**config.mk**
```make
export PLATFORM = sky130hd
export DESIGN_NAME = edc_cell
export DESIGN_NICKNAME = d
export VERILOG_FILES = /design/src/rtl/edc_pkg.sv /design/src/rtl/edc_cell.sv
export SDC_FILE = /design/constraint.sdc
export NUM_CORES = 1
export LEC_CHECK = 0
export BUFFER_PORTS_ARGS = -buffer_cell sky130_fd_sc_hd__buf_2
export CAP_MARGIN = 15
export CORE_MARGIN = 8
export CORE_UTILIZATION = 45
export CTS_CLUSTER_SIZE = 24
export DETAILED_ROUTE_END_ITERATION = 6
export PLACE_DENSITY = 0.75
export SETUP_SLACK_MARGIN = 0.1
export SKIP_LAST_GASP = 1
export SYNTH_ARGS = -nofsm -noshare
export SYNTH_HDL_FRONTEND = slang
export SYNTH_SLANG_ARGS = --single-unit
```
**constraint.sdc**
```tcl
create_clock -name clk -period 3.9 [get_ports clk]
set_input_delay 0.78 -clock clk [delete_from_list [all_inputs] [get_ports clk]]
set_output_delay 0.78 -clock clk [all_outputs]
set_load 0.02 [all_outputs]
```
**src/rtl/edc_pkg.sv**
```systemverilog
// edc_pkg: shared types and constants of the edit distance engine
// command codes, wavefront operation codes and the per-stage control struct
// no dependencies
package edc_pkg;

    // host command codes
    localparam logic [1:0] CMD_APPEND  = 2'd0;
    localparam logic [1:0] CMD_COMPARE = 2'd1;
    localparam logic [1:0] CMD_END     = 2'd2;

    // result field width and saturation value
    localparam int         DIST_W   = 12;
    localparam logic [DIST_W-1:0] DIST_MAX = 12'hFFF;

    // operation carried by a wavefront token
    typedef enum logic [1:0] {
        OP_WRITE = 2'd0,
        OP_CMP   = 2'd1,
        OP_READ  = 2'd2
    } edc_op_t;

    // control group handed from cell to cell
    typedef struct packed {
        logic       vld;
        edc_op_t    op;
        logic       fin;
        logic       wen;
        logic       ovf;
        logic [7:0] ch;
    } edc_ctl_t;

endpackage

```
**src/rtl/edc_cell.sv**
```systemverilog
// edc_cell: one cell of the systolic row, holding one pattern byte and one
// row entry; updates its entry as the wavefront token passes
// depends on edc_pkg
module edc_cell #(
    parameter int IDX = 0,
    parameter int LW  = 7,
    parameter int RW  = 13
) (
    input  logic              clk,
    input  logic              rst_n,
    input  edc_pkg::edc_ctl_t ctl_in,
    input  logic [LW-1:0]     pos_in,
    input  logic [LW-1:0]     len_in,
    input  logic [RW-1:0]     diag_in,
    input  logic [RW-1:0]     left_in,
    output edc_pkg::edc_ctl_t ctl_out,
    output logic [LW-1:0]     pos_out,
    output logic [LW-1:0]     len_out,
    output logic [RW-1:0]     diag_out,
    output logic [RW-1:0]     left_out
);
    import edc_pkg::*;

    localparam logic [RW-1:0] ROW_INIT = RW'(IDX + 1);

    logic [7:0]    pat_reg;
    logic [7:0]    pat_next;
    logic [RW-1:0] row_reg;
    logic [RW-1:0] row_next;
    edc_ctl_t      ctl_reg;
    logic [LW-1:0] pos_reg;
    logic [LW-1:0] len_reg;
    logic [RW-1:0] diag_reg;
    logic [RW-1:0] diag_next;
    logic [RW-1:0] left_reg;
    logic [RW-1:0] left_next;

    logic          active;
    logic [RW-1:0] sub;
    logic [RW-1:0] cell_val;

    // one step of the single-row recurrence
    always_comb
    begin
        active = LW'(IDX) < len_in;
        sub    = (ctl_in.ch == pat_reg) ? diag_in : diag_in + 1'b1;
        if (row_reg > left_in)
        begin
            cell_val = (sub > left_in) ? left_in + 1'b1 : sub;
        end
        else
        begin
            cell_val = (sub > row_reg) ? row_reg + 1'b1 : sub;
        end
    end

    // token handling per operation
    always_comb
    begin
        pat_next  = pat_reg;
        row_next  = row_reg;
        diag_next = diag_in;
        left_next = left_in;
        if (ctl_in.vld)
        begin
            case (ctl_in.op)
                OP_WRITE:
                begin
                    if (ctl_in.wen && (pos_in == LW'(IDX)))
                    begin
                        pat_next = ctl_in.ch;
                    end
                    row_next = ROW_INIT;
                end
                OP_CMP:
                begin
                    if (active)
                    begin
                        diag_next = row_reg;
                        left_next = cell_val;
                        row_next  = ctl_in.fin ? ROW_INIT : cell_val;
                    end
                    else if (ctl_in.fin)
                    begin
                        row_next = ROW_INIT;
                    end
                end
                OP_READ:
                begin
                    if (active)
                    begin
                        left_next = row_reg;
                    end
                    row_next = ROW_INIT;
                end
                default:
                begin
                end
            endcase
        end
    end

    // control state and row entry
    always_ff @(posedge clk or negedge rst_n)
    begin
        if (!rst_n)
        begin
            ctl_reg <= '0;
            row_reg <= ROW_INIT;
        end
        else
        begin
            ctl_reg <= ctl_in;
            row_reg <= row_next;
        end
    end

    // payload carried to the next cell
    always_ff @(posedge clk)
    begin
        pat_reg  <= pat_next;
        pos_reg  <= pos_in;
        len_reg  <= len_in;
        diag_reg <= diag_next;
        left_reg <= left_next;
    end

    assign ctl_out  = ctl_reg;
    assign pos_out  = pos_reg;
    assign len_out  = len_reg;
    assign diag_out = diag_reg;
    assign left_out = left_reg;

endmodule

```
==> impl_results.md <==
- Status: finished, violations left
- Failing checks: setup timing
- Die X: 117.9 µm
- Yosys top cell by area: dfxtp_1
- Max VDD drop: 236.9 µV
- Initial DRC Count: 435
- Worst Setup End Kind: flop
- P&R area growth vs syn: 32.37%
- First-pass GRT wire length: 24.41 mm
- Rel. slew slack: 0.4812
- Hold buffers post-CTS: 0
- Library cells used by synthesis: 70
- Post-Syn Area per Cell: 9.956 µm²
- RSZ-0062 raised after global routing: yes
- R2R Path Start: pat_reg[7]
- YS warnings: 0
- Int Power: 1.337 mW
- Top-area cell type share of the netlist area: 0.1715
- Minimum clock period: 3933 ps
- Router iterations before antenna repair: 5
- Register share of total power: 0.432
- Setup_tns: -151.9 ps
- Core Rows: 37
- Async SR Flop Fraction: 0.3600
- Gp weighted congestion: 0.9593
- Overall Power: 1.970 mW
- Pre-CTS setup slack: -516.8 ps
- Psw: 633.5 µW
- Initial core utilization: 0.4585
- Ports: 110
- Crit start category: input port
- Final hold violation count: 0
- Final setup violation count: 8
- Synth top area cells: dfxtp_1 17%, dfrtp_1 14%, ha_1 12%, xnor2_1 5.8%, edfxtp_1 5.1%
- CTS Sinks: 75
- Fraction of layout instances using a drive strength above 1: 0.3981
- Crit path required time: 4100 ps
- Clock slew seen by the registers of the worst setup and hold paths: 90 ps
- CTS tree: yes
- Final WS setup: -32.78 ps
- Post-route DRC: 0
- Least-Margin Pin Slew: 777.4 ps
- Final Cycle Share: 1.008
- Fin. max-slew vios: 0
- Clock buffer depth: 2
- Reg2reg end: left_out[9]
- Comb pwr share: 0.260
- Max Fclk: 254.3 MHz
- Register area share after synthesis: 0.3679
- Post-synth EDFFs: 8
- Depth of the CTS H-tree: 3
- Post-Synthesis Cells: 469
- Largest net degree at the start of global routing: 28
- Final #Nets: 729
- Vias: 4471
- Num CTS Buffers: 9
- HPWL after DPL: 12.25 mm
- Clock power share: 0.308
- PortBufs: 109
- Crit Path Class: in2reg
- DR WL/cell: 21.24 µm
- Yosys reg bits: 75
- Reg2Reg Setup Slack: -20 ps
- Clk_skew: 17.92 ps
- Synth Flop Type: dfxtp_1
- Core footprint: 10180 µm²
- Routed vias/inst: 5.814
- Initial antenna violation count: 0
- Max cap viols: 0
- Clock root buffer: clkbuf_8
- WL final: 16.33 mm
- DIE AREA: 13890 µm²
- Worst Reg2Reg Path Length in Cells: 16
- Chip Height: 117.9 µm
- Congestion Overflow GR: 0
- Synthesized area: 4669 µm²
- Min Hold Slack: 472.5 ps
- Switch share: 0.3215
- Leakage: 2.765 nW
- Commonest non-fill, non-tap cell in the layout: buf_2
- Commonest cells after routing, fill and taps aside: 107 x buf_2, 51 x buf_4, 47 x nand2_1
- Later-pin clock latency in the skew report: 350 ps
- Power per cell area: 318.8 nW/µm²
- GRT Total Usage: 0.2195
- Post-route ant nets: 0
- Antenna Cells: 0
- Vias in the first global route: 4632
- Mapped Nets: 570
- HP Class: in2async
- Largest register FFs: 14
- Worst EP arrival: 4130 ps
- Critical path fanouts, max: 8
through the flow:
step           instances  area, µm²  utilization
2_1_floorplan        469       4682            -
3_3_place_gp         744       5612       0.5510
3_5_place_dp         744       5612       0.5510
4_1_cts              763       5851       0.5744
5_1_grt              769       6181       0.6069
6_report             769       6181       0.6069
what timing repair did:
action / CTS / global route
hold endpoints to repair: 0 / 0
gates resized for setup: 4 / 54
buffers inserted: 3 / 6
setup endpoints to repair: 24 / 26
pin swaps: 6 / 32
critical path: stages:
cell,delay (ps)
buf_6,110
xor2_2,160
nor4_4,400
buf_4,200
a21oi_4,70
and3_4,170
xnor2_4,170
inv_2,70
ha_4,250
nand4_1,150
or3_4,440
a211oi_4,290
or4_4,220
a22oi_4,60
buf_12,170
a221oi_4,300
a31oi_1,120
power by group through the flow:
stage / clock network [mW] / registers (mW) / logic (mW)
after floorplan: 0 / 0.908 / 0.216
final: 0.607 / 0.852 / 0.512
after CTS: 0.611 / 0.851 / 0.456
after detailed placement: 0 / 0.868 / 0.451
after global placement: 0 / 0.866 / 0.440
after global routing: 0.642 / 0.856 / 0.549
kinds of logic after synthesis:
| logic type | Yosys count | share of synthesized area |
|---|---|---|
| AOI/OAI and AO/OA | 98 | 0.1517 |
| xor gates and xnor gates | 41 | 0.07690 |
| adders and majority gates | 45 | 0.1206 |
| buffers and inverters | 47 | 0.05225 |
| DFF | 75 | 0.3679 |
| muxes | 16 | 0.04635 |
| and+or+nand+nor | 147 | 0.1844 |
synth_stat cells, types with 2 or more instances:
cell type and count:
buf_6 2, edfxtp_1 8, or4_4 2, a21oi_1 14, clkbuf_1 7, mux2_2 5
dfrtp_1 26, a221o_1 2, a31oi_1 3, o21a_1 2, o311ai_0 4, nor4_4 3
o21ai_0 30, and4_1 4, nor3_2 2, clkbuf_8 2, inv_1 31, a22oi_1 11
o22ai_1 2, nor4_1 8, nand2_1 47, o21ai_1 2, nor3_1 10, nand3_1 20
ha_1 45, xnor2_1 31, nor2_1 10, mux2_4 10, o211ai_1 2, a221oi_1 7
xor2_1 10, and2_1 3, nor2_2 3, and3_1 7, nor2b_1 2, dfxtp_1 40
buf_2 2, nand3b_1 3, o41ai_2 2, nand4_1 15
routing by layer:
metal | GRT usage | vias to the layer above | part of all wire
met5 | 0 | - | 0
met4 | 0.09287 | 0 | 0.030
met3 | 0.05372 | 41 | 0.079
met2 | 0.3666 | 234 | 0.49
met1 | 0.2638 | 2159 | 0.41
li1 | - | 2037 | -
final cells by class:
cell class                      count  area, µm²
Clock buffer                        9      123.9
Timing Repair Buffer              163      983.4
Multi-Input combinational cell    347       2992
Tap cell                          136      170.2
Sequential cell                    75       1718
Fill cell                         841       4004
Inverter                           32      120.1
Clock inverter                      7      73.82
worst max-delay path by stage:
| stage | start | to | slack (ps) | cells past startpoint |
|---|---|---|---|---|
| 4_1_cts | ctl_in[2] | row_reg[12] | 80 | 14 |
| 2_1_floorplan | ctl_in[6] | left_out[4] | 130 | 14 |
| 5_1_grt | pat_reg[7] | left_out[5] | -190 | 16 |
| 3_3_place_gp | ctl_in[6] | row_reg[6] | -400 | 16 |
| 3_5_place_dp | ctl_in[6] | row_reg[6] | -520 | 16 |
| 6_report | ctl_in[7] | left_out[9] | -30 | 17 |
Note: power is estimated with default switching activity, not from simulation.
